### src/sv/vertex_view_angles_defines.svh
// Assertion macros shared by the vertex view angle RTL.
// Included by modules that carry concurrent checks; no other dependencies.
`ifndef VERTEX_VIEW_ANGLES_DEFINES_SVH
`define VERTEX_VIEW_ANGLES_DEFINES_SVH
`ifndef ASSERT_OFF
`define VVA_ASSERT(lbl, clk, rstn, prop) \
    lbl: assert property (@(posedge clk) disable iff (!rstn) prop) \
        else $error("vertex_view_angles check failed");
`define VVA_ASSERT_ALWAYS(lbl, clk, prop) \
    lbl: assert property (@(posedge clk) prop) \
        else $error("vertex_view_angles check failed");
`else
`define VVA_ASSERT(lbl, clk, rstn, prop)
`define VVA_ASSERT_ALWAYS(lbl, clk, prop)
`endif
`endif

### src/sv/vva_pkg.sv
// Types, widths and constants for the vertex view angle pipeline.
// No dependencies; imported by every module of the block.
package vva_pkg;
    localparam int DATA_W   = 32;
    localparam int ROW_W    = 54;
    localparam int BASIS_W  = 18;
    localparam int DIFF_W   = 33;
    localparam int PROD_W   = 51;
    localparam int T_W      = 53;
    localparam int MAG_W    = 53;
    localparam int SH_W     = 6;
    localparam int CW       = 64;
    localparam int ACC_W    = 26;
    localparam int ANG_W    = 16;
    localparam int ATAN_LEN = 24;
    localparam int NORM_MSB = 58;
    localparam int Q7_SHIFT = 9;

    localparam logic signed [ACC_W-1:0] DEG90_Q16  = 26'sd5898240;
    localparam logic signed [ACC_W-1:0] DEG180_Q16 = 26'sd11796480;
    localparam logic signed [ACC_W-1:0] ROUND_Q7   = 26'sd256;
    localparam logic signed [ANG_W-1:0] DEG90_Q7   = 16'sd11520;
    localparam logic signed [ANG_W-1:0] DEG180_Q7  = 16'sd23040;

    localparam logic [ROW_W-1:0] ROW_X_RST = 54'd65536;
    localparam logic [ROW_W-1:0] ROW_Y_RST = 54'd17179869184;
    localparam logic [ROW_W-1:0] ROW_Z_RST = 54'd4503599627370496;

    typedef enum logic [2:0] {
        REG_CAM_POS_X   = 3'd0,
        REG_CAM_POS_Y   = 3'd1,
        REG_CAM_POS_Z   = 3'd2,
        REG_BASIS_ROW_X = 3'd3,
        REG_BASIS_ROW_Y = 3'd4,
        REG_BASIS_ROW_Z = 3'd5
    } vva_reg_t;

    // Special-case marks that travel with each lane.
    typedef struct packed {
        logic a_zero;
        logic z_zero;
        logic a_neg;
        logic z_neg;
    } vva_case_t;

    // atan(2^-i) in degrees, Q.16, scaled by 180/3.14159.
    function automatic logic [21:0] atan_deg_q16(input logic [4:0] i);
        logic [21:0] v;
        case (i)
            5'd0:  v = 22'd2949122;
            5'd1:  v = 22'd1740969;
            5'd2:  v = 22'd919880;
            5'd3:  v = 22'd466945;
            5'd4:  v = 22'd234379;
            5'd5:  v = 22'd117304;
            5'd6:  v = 22'd58666;
            5'd7:  v = 22'd29335;
            5'd8:  v = 22'd14668;
            5'd9:  v = 22'd7334;
            5'd10: v = 22'd3667;
            5'd11: v = 22'd1833;
            5'd12: v = 22'd917;
            5'd13: v = 22'd458;
            5'd14: v = 22'd229;
            5'd15: v = 22'd115;
            5'd16: v = 22'd57;
            5'd17: v = 22'd29;
            5'd18: v = 22'd14;
            5'd19: v = 22'd7;
            5'd20: v = 22'd4;
            5'd21: v = 22'd2;
            5'd22: v = 22'd1;
            default: v = 22'd0;
        endcase
        return v;
    endfunction
endpackage

### src/sv/vva_norm.sv
// Lane front end: magnitudes, special cases, leading-one search, normalize.
// Three register stages; depends on vva_pkg.
module vva_norm (
    input  logic                           aclk,
    input  logic                           aresetn,
    input  logic                           en,
    input  logic                           in_valid,
    input  logic signed [vva_pkg::T_W-1:0] a,
    input  logic signed [vva_pkg::T_W-1:0] z,
    output logic                           out_valid,
    output logic signed [vva_pkg::CW-1:0]  x_out,
    output logic signed [vva_pkg::CW-1:0]  y_out,
    output vva_pkg::vva_case_t             case_out
);
    import vva_pkg::*;

    logic [2:0]        valid_reg;
    logic [MAG_W-1:0]  ua_reg, uz_reg, m_reg;
    logic [MAG_W-1:0]  ua_next, uz_next, m_next;
    logic [MAG_W-1:0]  ua2_reg, uz2_reg;
    logic [SH_W-1:0]   sh_reg, sh_next;
    logic [SH_W-1:0]   msb;
    logic signed [CW-1:0] x_reg, y_reg;
    vva_case_t         c1_reg, c2_reg, c3_reg, c_next;

    assign ua_next = a[T_W-1] ? MAG_W'(-a) : MAG_W'(a);
    assign uz_next = z[T_W-1] ? MAG_W'(-z) : MAG_W'(z);
    assign m_next  = (ua_next > uz_next) ? ua_next : uz_next;
    assign c_next  = '{a_zero: (a == '0), z_zero: (z == '0),
                       a_neg: a[T_W-1], z_neg: z[T_W-1]};

    // Highest set bit of the larger magnitude.
    always_comb begin
        msb = '0;
        for (int k = 0; k < MAG_W; k++) begin
            if (m_reg[k]) begin
                msb = SH_W'(k);
            end
        end
        sh_next = SH_W'(NORM_MSB - int'(msb));
    end

    always_ff @(posedge aclk) begin
        if (!aresetn) begin
            valid_reg <= '0;
        end else if (en) begin
            valid_reg <= {valid_reg[1:0], in_valid};
        end
    end

    always_ff @(posedge aclk) begin
        if (en) begin
            ua_reg  <= ua_next;
            uz_reg  <= uz_next;
            m_reg   <= m_next;
            c1_reg  <= c_next;
            ua2_reg <= ua_reg;
            uz2_reg <= uz_reg;
            sh_reg  <= sh_next;
            c2_reg  <= c1_reg;
            x_reg   <= CW'(uz2_reg) << sh_reg;
            y_reg   <= CW'(ua2_reg) << sh_reg;
            c3_reg  <= c2_reg;
        end
    end

    assign out_valid = valid_reg[2];
    assign x_out     = x_reg;
    assign y_out     = y_reg;
    assign case_out  = c3_reg;
endmodule

### config.mk
export PLATFORM = sky130hd
export DESIGN_NAME = vva_norm
export DESIGN_NICKNAME = d
export VERILOG_FILES = /design/src/sv/vertex_view_angles_defines.svh /design/src/sv/vva_pkg.sv /design/src/sv/vva_norm.sv
export SDC_FILE = /design/constraint.sdc
export NUM_CORES = 1
export LEC_CHECK = 0
export BUFFER_PORTS_ARGS = -buffer_cell sky130_fd_sc_hd__buf_4
export CAP_MARGIN = 0
export CORE_UTILIZATION = 55
export DETAILED_ROUTE_END_ITERATION = 12
export MAX_ROUTING_LAYER = met4
export PLACE_DENSITY_LB_ADDON = 0.2
export SLEW_MARGIN = 20
export SYNTH_ARGS = -nofsm -noshare
export SYNTH_HDL_FRONTEND = slang
export SYNTH_SLANG_ARGS = --single-unit
### constraint.sdc
create_clock -name aclk -period 10.95 [get_ports aclk]
set_clock_uncertainty 0.1 [all_clocks]
set_input_delay 2.19 -clock aclk [delete_from_list [all_inputs] [get_ports aclk]]
set_output_delay 2.19 -clock aclk [all_outputs]
set_load 0.02 [all_outputs]
Word-level counts from Yosys, hierarchy flattened
Cells that the tools add are included.
Word-level totals
  output and inout port bits: 133
  register bits after elaboration: 414
Cells by class
  shifts and indexed selects: 2
  $lt $le $gt $ge: 1
  reductions and logical operators: 2
  $add $sub $neg: 3
  muxes and demuxes: 55
Operator list (count)
  $mux W6: 51
  $mux W53: 3
  $shl A53 B6 Y64: 2
  $logic_not A53 Y1: 2
  $neg A53 Y53: 2
  $gt A53 B53 Y1: 1
  $sub A6 B6 Y6 const A: 1
  $mux W1: 1

Logic depth before layout (Yosys ltp)
Gate-level depths: netlist of the first run.
  word-level depth: 53
  gate-level depth with buffers: 19
  gate-level depth less buffers: 17

Least setup slack after synthesis of the first run
Ideal clock, no wire load.
  path kind: input -> register
  start point: input port a[19] (netlist name)
  end point: register m_reg[35], data pin
  path slack: 4135 ps
  path buffers: 3
  data arrival time: 6455 ps
  library setup time: 260 ps
  stages on the path: 17
  cell sequence: or4_1 > or4_1 > or3_1 > clkbuf_1 > o31ai_1 > xor2_1 > inv_1 > ha_1 > nand4_1 > nor3_1 > nand3_1 > nor2_1 > a211oi_1 > a21boi_0 > clkbuf_1 > buf_1 > mux2_2
Between the ends
  word-level cells in the longest chain between the ends: 4
Ends and longest elaborated chain
  from (decl): line vva_norm.sv:8  | input logic signed [vva_pkg::T_W-1:0] a,
  $neg A53 Y53: line vva_norm.sv:26  | assign ua_next = a[T_W-1] ? MAG_W'(-a) : MAG_W'(a);
  $mux W53: line vva_norm.sv:26
  via ua_next[30]: line vva_norm.sv:19  | logic [MAG_W-1:0] ua_next, uz_next, m_next;
  $gt A53 B53 Y1: line vva_norm.sv:28  | assign m_next = (ua_next > uz_next) ? ua_next : uz_next;
  $mux W53: line vva_norm.sv:28
  via m_next[35]: line vva_norm.sv:19
  to (signal assigned): line vva_norm.sv:55  | m_reg <= m_next;
  to (decl): line vva_norm.sv:18  | logic [MAG_W-1:0] ua_reg, uz_reg, m_reg;
The timed path passes the listed nets, and every way through them passes these cells.
A chain may end at the register's enable or synchronous reset.

Final worst setup path of the first run
  start point: input port z[11] (netlist name)
  end point: register m_reg[7], data pin
Between the ends
  word-level cells in the longest chain between the ends: 4
Ends and longest elaborated chain
  from (decl): line vva_norm.sv:9  | input logic signed [vva_pkg::T_W-1:0] z,
  $neg A53 Y53: line vva_norm.sv:27  | assign uz_next = z[T_W-1] ? MAG_W'(-z) : MAG_W'(z);
  $mux W53: line vva_norm.sv:27
  via uz_next[50]: line vva_norm.sv:19
  $gt A53 B53 Y1: line vva_norm.sv:28
  $mux W53: line vva_norm.sv:28
  via m_next[7]: line vva_norm.sv:19
The timed path passes the listed nets, and every way through them passes these cells.

==> results of run 1 <==
## cell usage after synthesis, types with 3 or more instances
master,n
dfxtp_1,3
mux2i_1,91
xnor2_1,40
or3_1,18
mux4_2,92
o31ai_2,5
mux2_2,75
nor4_1,25
o21a_1,6
inv_1,93
a211o_1,6
xor2_1,62
nor2b_1,12
a21o_1,10
and2_1,8
buf_1,29
a221oi_1,6
a31oi_1,5
nand2b_1,12
o21ai_0,129
or2_2,4
and3b_1,3
o41ai_1,14
buf_2,9
ha_1,56
o211ai_1,3
inv_2,3
nand2_1,273
edfxtp_1,410
nor2_1,232
o31ai_1,27
o21ai_1,7
or4_1,17
nand3_1,17
clkbuf_1,87
o22ai_1,34
a21boi_0,5
a211oi_1,28
nor3_1,35
a21oi_1,79
nand4_1,10
## metrics by stage
step	instances	total power, mW	hold WS, ns	instance area [um2]	setup WS (ns)
after floorplan	2118	3.09	0.300	24100	4.13
after CTS	2911	5.08	0.302	27700	3.55
after global placement	2838	3.63	0.300	26300	3.04
final	2911	5.07	0.311	27700	3.54
after detailed placement	2838	3.65	0.305	26400	2.98
after global routing	2911	5.28	0.322	27700	3.26
## final timing paths
| kind | from | end | slack [ns] | depth (start not counted) |
|---|---|---|---|---|
| worst max-delay path | z[11] | m_reg[7]$_DFFE_PP_ | 3.54 | 17 |
| worst min-delay path | ua_reg[50]$_DFFE_PP_ | ua2_reg[50]$_DFFE_PP_ | 0.31 | 0 |
| worst max register to register | sh_reg[0]$_DFFE_PP_ | y_out[45]$_DFFE_PP_ | 6.65 | 8 |
| worst min register to register | ua_reg[50]$_DFFE_PP_ | ua2_reg[50]$_DFFE_PP_ | 0.31 | 0 |
## kinds of logic after synthesis
logic type,count (synthesis),share of synthesized area
AOI/OAI and AO/OA,385,0.101
xor gates and xnor gates,102,0.0370
adders and majority gates,56,0.0291
buffers and inverters,223,0.0355
DFF,413,0.513
muxes,258,0.159
and+or+nand+nor,681,0.126
## metal layers
| metal | global-route usage | routed length [um] |
|---|---|---|
| met5 | - | 0 |
| met1 | 0.425 | 29500 |
| met4 | 0.103 | 2210 |
| met3 | 0.0337 | 3720 |
| met2 | 0.464 | 30800 |
## critical path, stage by stage
cell	delay, ns
buf_4	0.12
or4_1	0.65
nor4_4	0.40
nand4_4	0.21
or3_1	0.69
o31ai_4	0.28
xnor2_1	0.18
inv_1	0.07
ha_1	0.31
nand4_1	0.16
nor3_1	0.22
a22oi_1	0.08
nor4b_1	0.20
a21oi_1	0.15
a21boi_4	0.74
buf_4	0.52
mux2_2	0.39
## report_power, final
group          switching (mW)  leakage (nW)  internal (mW)
logic                   0.939          5.94          0.598
clock network           0.588         0.659          0.831
registers               0.108          4.06           2.00
total                    1.63          10.7           3.43
## area by class of cell
cell class,count,area share
multi-input combinational,1482,0.394
sequential,413,0.447
tap,585,0.0264
inverter,97,0.0132
clock inverter,29,0.0113
timing repair buffer,261,0.0715
clock buffer,44,0.0374
==> flow_metrics.tcl, run 1 <==
set metrics [dict create \
    drcViolationCount 0 \
    syn_to_final_growth_pct 14.9 \
    grt_pass1_wl_um 98900 \
    fp-row-count 76 \
    portBuffers 242 \
    via_count 17700 \
    final_common_cell "edfxtp_1" \
    syn_area_um2 24100 \
    start_util 0.559 \
    syn-num-nets 2284 \
    routed_wl_um 66200 \
    powerDensity_nw_per_um2 183 \
    cts.clk_slew.worst_paths_ns 0.06 \
    synth.area.top_cells "edfxtp_1 (51%), mux4_2 (8.6%), nand2_1 (4.2%)" \
    cts_setup_buffers 0 \
    antenna_cells 0 \
    ys_types 70 \
    yosysWarnings 0 \
    layout-drive-gt1-share 0.221 \
    fin_setup_tns_ns 0 \
    max_freq_ghz 0.135 \
    yosysTopAreaCellShare 0.511 \
    final_cell_mix "edfxtp_1 (410), nand2_1 (272), buf_4 (259)" \
    drtIter0Drc 1761 \
    wl_per_cell_um 22.7 \
    cts-root-buf "clkbuf_16" \
    fp.dieArea_um2 44700 \
    status "finished, final reports clean" \
    final_util 0.642 \
    worst_slew_pin_slew_ns 1.13 \
    grt_antenna_before_repair 0 \
    p_leak_nw 10.7 \
    drv_cap 0 \
    fin_crit_ns 7.41 \
    hp-class "reg -> reg" \
    clock-sinks 413 \
    synth_edf_count 410 \
    vias_per_cell 6.09 \
    fp.dieW_um 211 \
    path_max_fanout 34 \
    cts.path.max_buffers 3 \
    postRouteAntennaNets 0 \
    grt_pass1_vias 16400 \
    synth-main-ff-cell "edfxtp_1" \
    fin_nets 2462 \
    postCtsHoldBufs 0 \
    pin_count 243 \
    die_h_um 211 \
    rsz0062_at_grt "false" \
    post-synth-top-area-cell "edfxtp_1" \
    grt-ovfl-total 0 \
    clkLatencyLatePin_ns 0.58 \
    syn_inst 2118 \
    seqCellArea_um2 12400 \
    worstPathRequired_ns 11.15 \
    finalSetupViolCount 0 \
    hpwl_um 50900 \
    grt_max_degree 179 \
    post_cts_resized 0 \
    hold_viol_final 0 \
    n_fill_cell 3447 \
    multi_input_area_um2 10900 \
    core_area_um2 43200 \
    cts_tree "built" \
    async_flop_share 0 \
    drt_pass1_iterations 6 \
    synth-seq-area-share 0.513 \
    slew_headroom 0.240 \
    numCtsBuffers 41 \
    finalMaxSlewViolations 0 \
    period_share 0.677 \
    startpoint_type "input port" \
    htreeDepth 2 \
    synth-seq-cells 413 \
    worstSetupPathType "in -> reg" \
    syn_avg_cell_area_um2 11.4 \
    place_congestion 1.02 \
    ir_drop_v 0.000115 \
    crit_path_end_kind "register" \
    grt_use_total 0.304 \
    arrival_ns 7.60 \
]
Note: power is estimated with default switching activity, not from simulation.
==> inputs of run 2 (changes only) <==
==> constraint.sdc (replaced) <==
create_clock -name aclk -period 7.4 [get_ports aclk]
set_clock_uncertainty 0.1 [all_clocks]
set_input_delay 1.48 -clock aclk [delete_from_list [all_inputs] [get_ports aclk]]
set_output_delay 1.48 -clock aclk [all_outputs]
set_load 0.02 [all_outputs]
==> flow_metrics.tcl, run 2 (synthesized netlist as in run 1, its figures left out) <==
set metrics [dict create \
    status "finished, final reports clean" \
    core_area_um2 43200 \
    cts.path.max_buffers 3 \
    grt-ovfl-total 0 \
    powerDensity_nw_per_um2 273 \
    fp-row-count 76 \
    max_freq_ghz 0.154 \
    post_cts_resized 0 \
    postCtsHoldBufs 0 \
    grt_antenna_before_repair 0 \
    worstSetupPathType "in -> reg" \
    postRouteAntennaNets 0 \
    clkLatencyLatePin_ns 0.61 \
    fin_nets 2469 \
    syn_to_final_growth_pct 15.5 \
    worst_slew_pin_slew_ns 1.06 \
    place_congestion 1.01 \
    numCtsBuffers 43 \
    fp.dieArea_um2 44700 \
    drtIter0Drc 1828 \
    die_h_um 211 \
    fin_setup_tns_ns 0 \
    grt_max_degree 166 \
    drv_cap 0 \
    vias_per_cell 6.10 \
    drt_pass1_iterations 6 \
    routed_wl_um 65800 \
    portBuffers 242 \
    start_util 0.559 \
    path_max_fanout 24 \
    via_count 17800 \
    cts_tree "built" \
    p_leak_nw 10.7 \
    antenna_cells 0 \
    crit_path_end_kind "register" \
    hp-class "reg -> reg" \
    grt_use_total 0.303 \
    arrival_ns 6.72 \
    worstPathRequired_ns 7.64 \
    cts.clk_slew.worst_paths_ns 0.06 \
    wl_per_cell_um 22.5 \
    pin_count 243 \
    hpwl_um 50200 \
    ir_drop_v 0.000141 \
    drcViolationCount 0 \
    layout-drive-gt1-share 0.224 \
    n_fill_cell 3356 \
    cts_setup_buffers 0 \
    final_common_cell "edfxtp_1" \
    htreeDepth 2 \
    hold_viol_final 0 \
    rsz0062_at_grt "false" \
    dp.cells 2843 \
    grt_pass1_vias 16700 \
    finalSetupViolCount 0 \
    fp.dieW_um 211 \
    fin_crit_ns 6.48 \
    slew_headroom 0.292 \
    clock-sinks 413 \
    final_cell_mix "edfxtp_1 (410), nand2_1 (273), buf_4 (262)" \
    startpoint_type "input port" \
    period_share 0.875 \
    stdcell_count 2920 \
    cts-root-buf "clkbuf_16" \
    grt_pass1_wl_um 99400 \
    finalMaxSlewViolations 0 \
]
run 2: cell count changes in the layout (fill, tap and decap cells not counted), moves of 2 or more:
cell / previous run / this run
buf_4: 259 / 262
clkbuf_1: 3 / 6
clkinv_1: 10 / 7
buf_12: 1 / 3
clkbuf_16: 41 / 43
inv_16: 0 / 2
run 2: power by group:
group / switching, mW / internal, mW
Sequential: 0.163 / 2.96
Combinational: 1.37 / 0.893
Clock: 0.931 / 1.30
run 2: layout make-up:
type	instances	area, um2	share of cell area
clock inverter	28	347	0.0124
timing repair buffer	266	2040	0.0733
sequential	413	12400	0.444
tap	585	732	0.0263
clock buffer	49	1100	0.0394
inverter	97	365	0.0131
multi-input combinational	1482	10900	0.391
run 2: per-stage QoR:
step / hold WS (ns) / instance area, um2 / utilization / setup WS, ns / power (mW)
after global placement: 0.301 / 26400 / 0.612 / 0.497 / 5.35
after CTS: 0.295 / 27900 / 0.645 / 0.911 / 7.62
after detailed placement: 0.305 / 26400 / 0.612 / 0.265 / 5.40
final: 0.301 / 27900 / 0.645 / 0.922 / 7.62
after global routing: 0.324 / 27900 / 0.645 / 0.591 / 7.94
after floorplan: 0.300 / 24100 / - / 1.29 / 4.58
run 2: per-layer routing:
metal / routed length (um) / track usage / vias to the layer above
met5: 0 / - / -
met4: 2190 / 0.113 / 0
met3: 4090 / 0.0300 / 120
li1: - / - / 8287
met2: 30800 / 0.465 / 778
met1: 28700 / 0.421 / 8621
run 2: worst paths after layout:
path                        start                     to  slack (ns)  depth (start not counted)
max                         z[11]     m_reg[1]$_DFFE_PP_        0.92                         18
min          ua_reg[43]$_DFFE_PP_  ua2_reg[43]$_DFFE_PP_        0.30                          0
max reg2reg   sh_reg[2]$_DFFE_PP_    y_out[53]$_DFFE_PP_        3.24                          9
min reg2reg  ua_reg[43]$_DFFE_PP_  ua2_reg[43]$_DFFE_PP_        0.30                          0
run 2: worst max-delay path, stage by stage:
cell	delay, ns
buf_4	0.12
or4_1	0.67
nor4_4	0.40
nand4_4	0.22
or3_1	0.66
o31ai_4	0.28
xnor2_1	0.20
inv_1	0.08
ha_1	0.32
nand4_1	0.15
nor3_1	0.22
a22oi_1	0.09
nor4b_1	0.15
buf_4	0.15
a21oi_1	0.12
a21boi_4	0.70
buf_4	0.33
mux2_2	0.36
==> inputs of run 3 (changes only) <==
--- a/config.mk
+++ b/config.mk
@@ -7,6 +7,7 @@
 export LEC_CHECK = 0
 export BUFFER_PORTS_ARGS = -buffer_cell sky130_fd_sc_hd__buf_4
 export CAP_MARGIN = 0
+export CORE_MARGIN = 5
 export CORE_UTILIZATION = 55
 export DETAILED_ROUTE_END_ITERATION = 12
 export MAX_ROUTING_LAYER = met4
==> flow_metrics.tcl, run 3 (synthesized netlist as in run 1, its figures left out) <==
set metrics [dict create \
    status "finished, final reports clean" \
    portBuffers 242 \
    max_freq_ghz 0.159 \
    n_fill_cell 3379 \
    fp-row-count 76 \
    clock-sinks 413 \
    swShare 0.327 \
    die_h_um 219 \
    start_util 0.557 \
    routed_wl_um 66900 \
    postCtsHoldBufs 0 \
    internal-power_mw 5.01 \
    crit_path_end_kind "register" \
    post_cts_resized 0 \
    hpwl_um 51500 \
    hp-class "reg -> reg" \
    grt_pass1_vias 16900 \
    wl_per_cell_um 23.0 \
    cp_cell_sequence "buf_4, or4_1, or4_1, nor3_2, nand2_1, o41ai_1, xor2_1, inv_1, ha_1, nand4_1, nor3_1, nand3_1, nor4_1, a21oi_1, a21boi_4, buf_12, mux2_2" \
    layout-drive-gt1-share 0.220 \
    fp.dieArea_um2 48100 \
    worstPathRequired_ns 7.63 \
    worst_slew_pin_slew_ns 1.03 \
    via_count 17700 \
    slowest_stage "nor4_1" \
    grt_max_degree 173 \
    startpoint_type "input port" \
    ir_drop_v 0.000145 \
    critical-path-max-stage-delay_ns 0.66 \
    syn_to_final_growth_pct 15.0 \
    clkLatencyLatePin_ns 0.60 \
    cts_tree "built" \
    final_cell_mix "edfxtp_1 (410), nand2_1 (273), buf_4 (256)" \
    cts.clk_slew.worst_paths_ns 0.06 \
    hold_viol_final 0 \
    grt_antenna_before_repair 0 \
    final_cell_area_um2 27700 \
    worstSetupPathType "in -> reg" \
    rsz0062_at_grt "false" \
    vias_per_cell 6.09 \
    slew_headroom 0.299 \
    antenna_cells 0 \
    cts-root-buf "clkbuf_16" \
    pin_count 243 \
    drv_cap 0 \
    critical_path.top_delay_family "simple AND/OR/NAND/NOR gates" \
    arrival_ns 6.51 \
    powerDensity_nw_per_um2 269 \
    htreeDepth 2 \
    finalMaxSlewViolations 0 \
    fin_setup_tns_ns 0 \
    fin_crit_ns 6.28 \
    placed_area_um2 26400 \
    switchingPower_mw 2.43 \
    crit_buf_inv 3 \
    drcViolationCount 0 \
    finalSetupViolCount 0 \
    pwr-share-comb 0.302 \
    grt-ovfl-total 0 \
    numCtsBuffers 42 \
    p_leak_nw 10.7 \
    cts.path.max_buffers 3 \
    postRouteAntennaNets 0 \
    core_area_um2 43300 \
    fin_nets 2463 \
    fp.dieW_um 219 \
    drt_pass1_iterations 7 \
    final_common_cell "edfxtp_1" \
    period_share 0.848 \
    cts_setup_buffers 0 \
    grt_pass1_wl_um 103000 \
    power.total_mw 7.45 \
    clock_power_share 0.277 \
    path_max_fanout 52 \
    cpMostUsedCell "or4_1" \
    seqPwrFrac 0.421 \
    grt_use_total 0.285 \
    place_congestion 1.02 \
    drtIter0Drc 1685 \
]
[run 3: cell count changes in the layout (fill, tap and decap cells not counted), sizes merged]
cell | before | now
buf | 266 | 261
bufinv | 6 | 3
clkinv | 15 | 17
clkinvlp | 2 | 5
inv | 102 | 98
[run 3: power groups by stage]
stage | Combinational, mW | Clock [mW] | Sequential, mW
after floorplan | 1.33 | 0 | 3.25
after global placement | 2.19 | 0 | 3.16
after detailed placement | 2.22 | 0 | 3.18
after CTS | 2.23 | 2.10 | 3.13
after global routing | 2.43 | 2.20 | 3.16
final | 2.25 | 2.06 | 3.13
[run 3: worst paths after layout]
kind,startpoint,cells past startpoint,slack [ns],endpoint
worst max-delay path,a[19],17,1.12,m_reg[29]$_DFFE_PP_
worst min-delay path,ua_reg[27]$_DFFE_PP_,0,0.30,ua2_reg[27]$_DFFE_PP_
worst max register to register,m_reg[15]$_DFFE_PP_,10,4.02,sh_reg[4]$_DFFE_PP_
worst min register to register,ua_reg[27]$_DFFE_PP_,0,0.30,ua2_reg[27]$_DFFE_PP_
[run 3: layer usage]
| layer | up-vias | wire length (um) | part of all wire | GRT usage |
|---|---|---|---|---|
| met2 | 709 | 31800 | 0.47 | 0.445 |
| met1 | 8650 | 29400 | 0.44 | 0.404 |
| met5 | - | 0 | 0 | - |
| met3 | 91 | 3890 | 0.058 | 0.0268 |
| li1 | 8285 | - | - | - |
| met4 | 0 | 1830 | 0.027 | 0.0825 |
[run 3: final cells by class]
class / instances / area [um2] / area share
clock inverter: 26 / 259 / 0.00934
clock buffer: 49 / 1080 / 0.0389
inverter: 97 / 365 / 0.0132
tap: 585 / 732 / 0.0264
timing repair buffer: 261 / 2020 / 0.0728
multi-input combinational: 1482 / 10900 / 0.393
sequential: 413 / 12400 / 0.446
[run 3: metrics by stage]
step	std cells	setup WS (ns)	hold WS [ns]	util
final	2913	1.12	0.298	0.641
after global routing	2913	0.977	0.319	0.641
after CTS	2913	1.19	0.298	0.641
after detailed placement	2838	0.557	0.305	0.610
after global placement	2838	0.671	0.303	0.610
after floorplan	2118	1.29	0.300	-
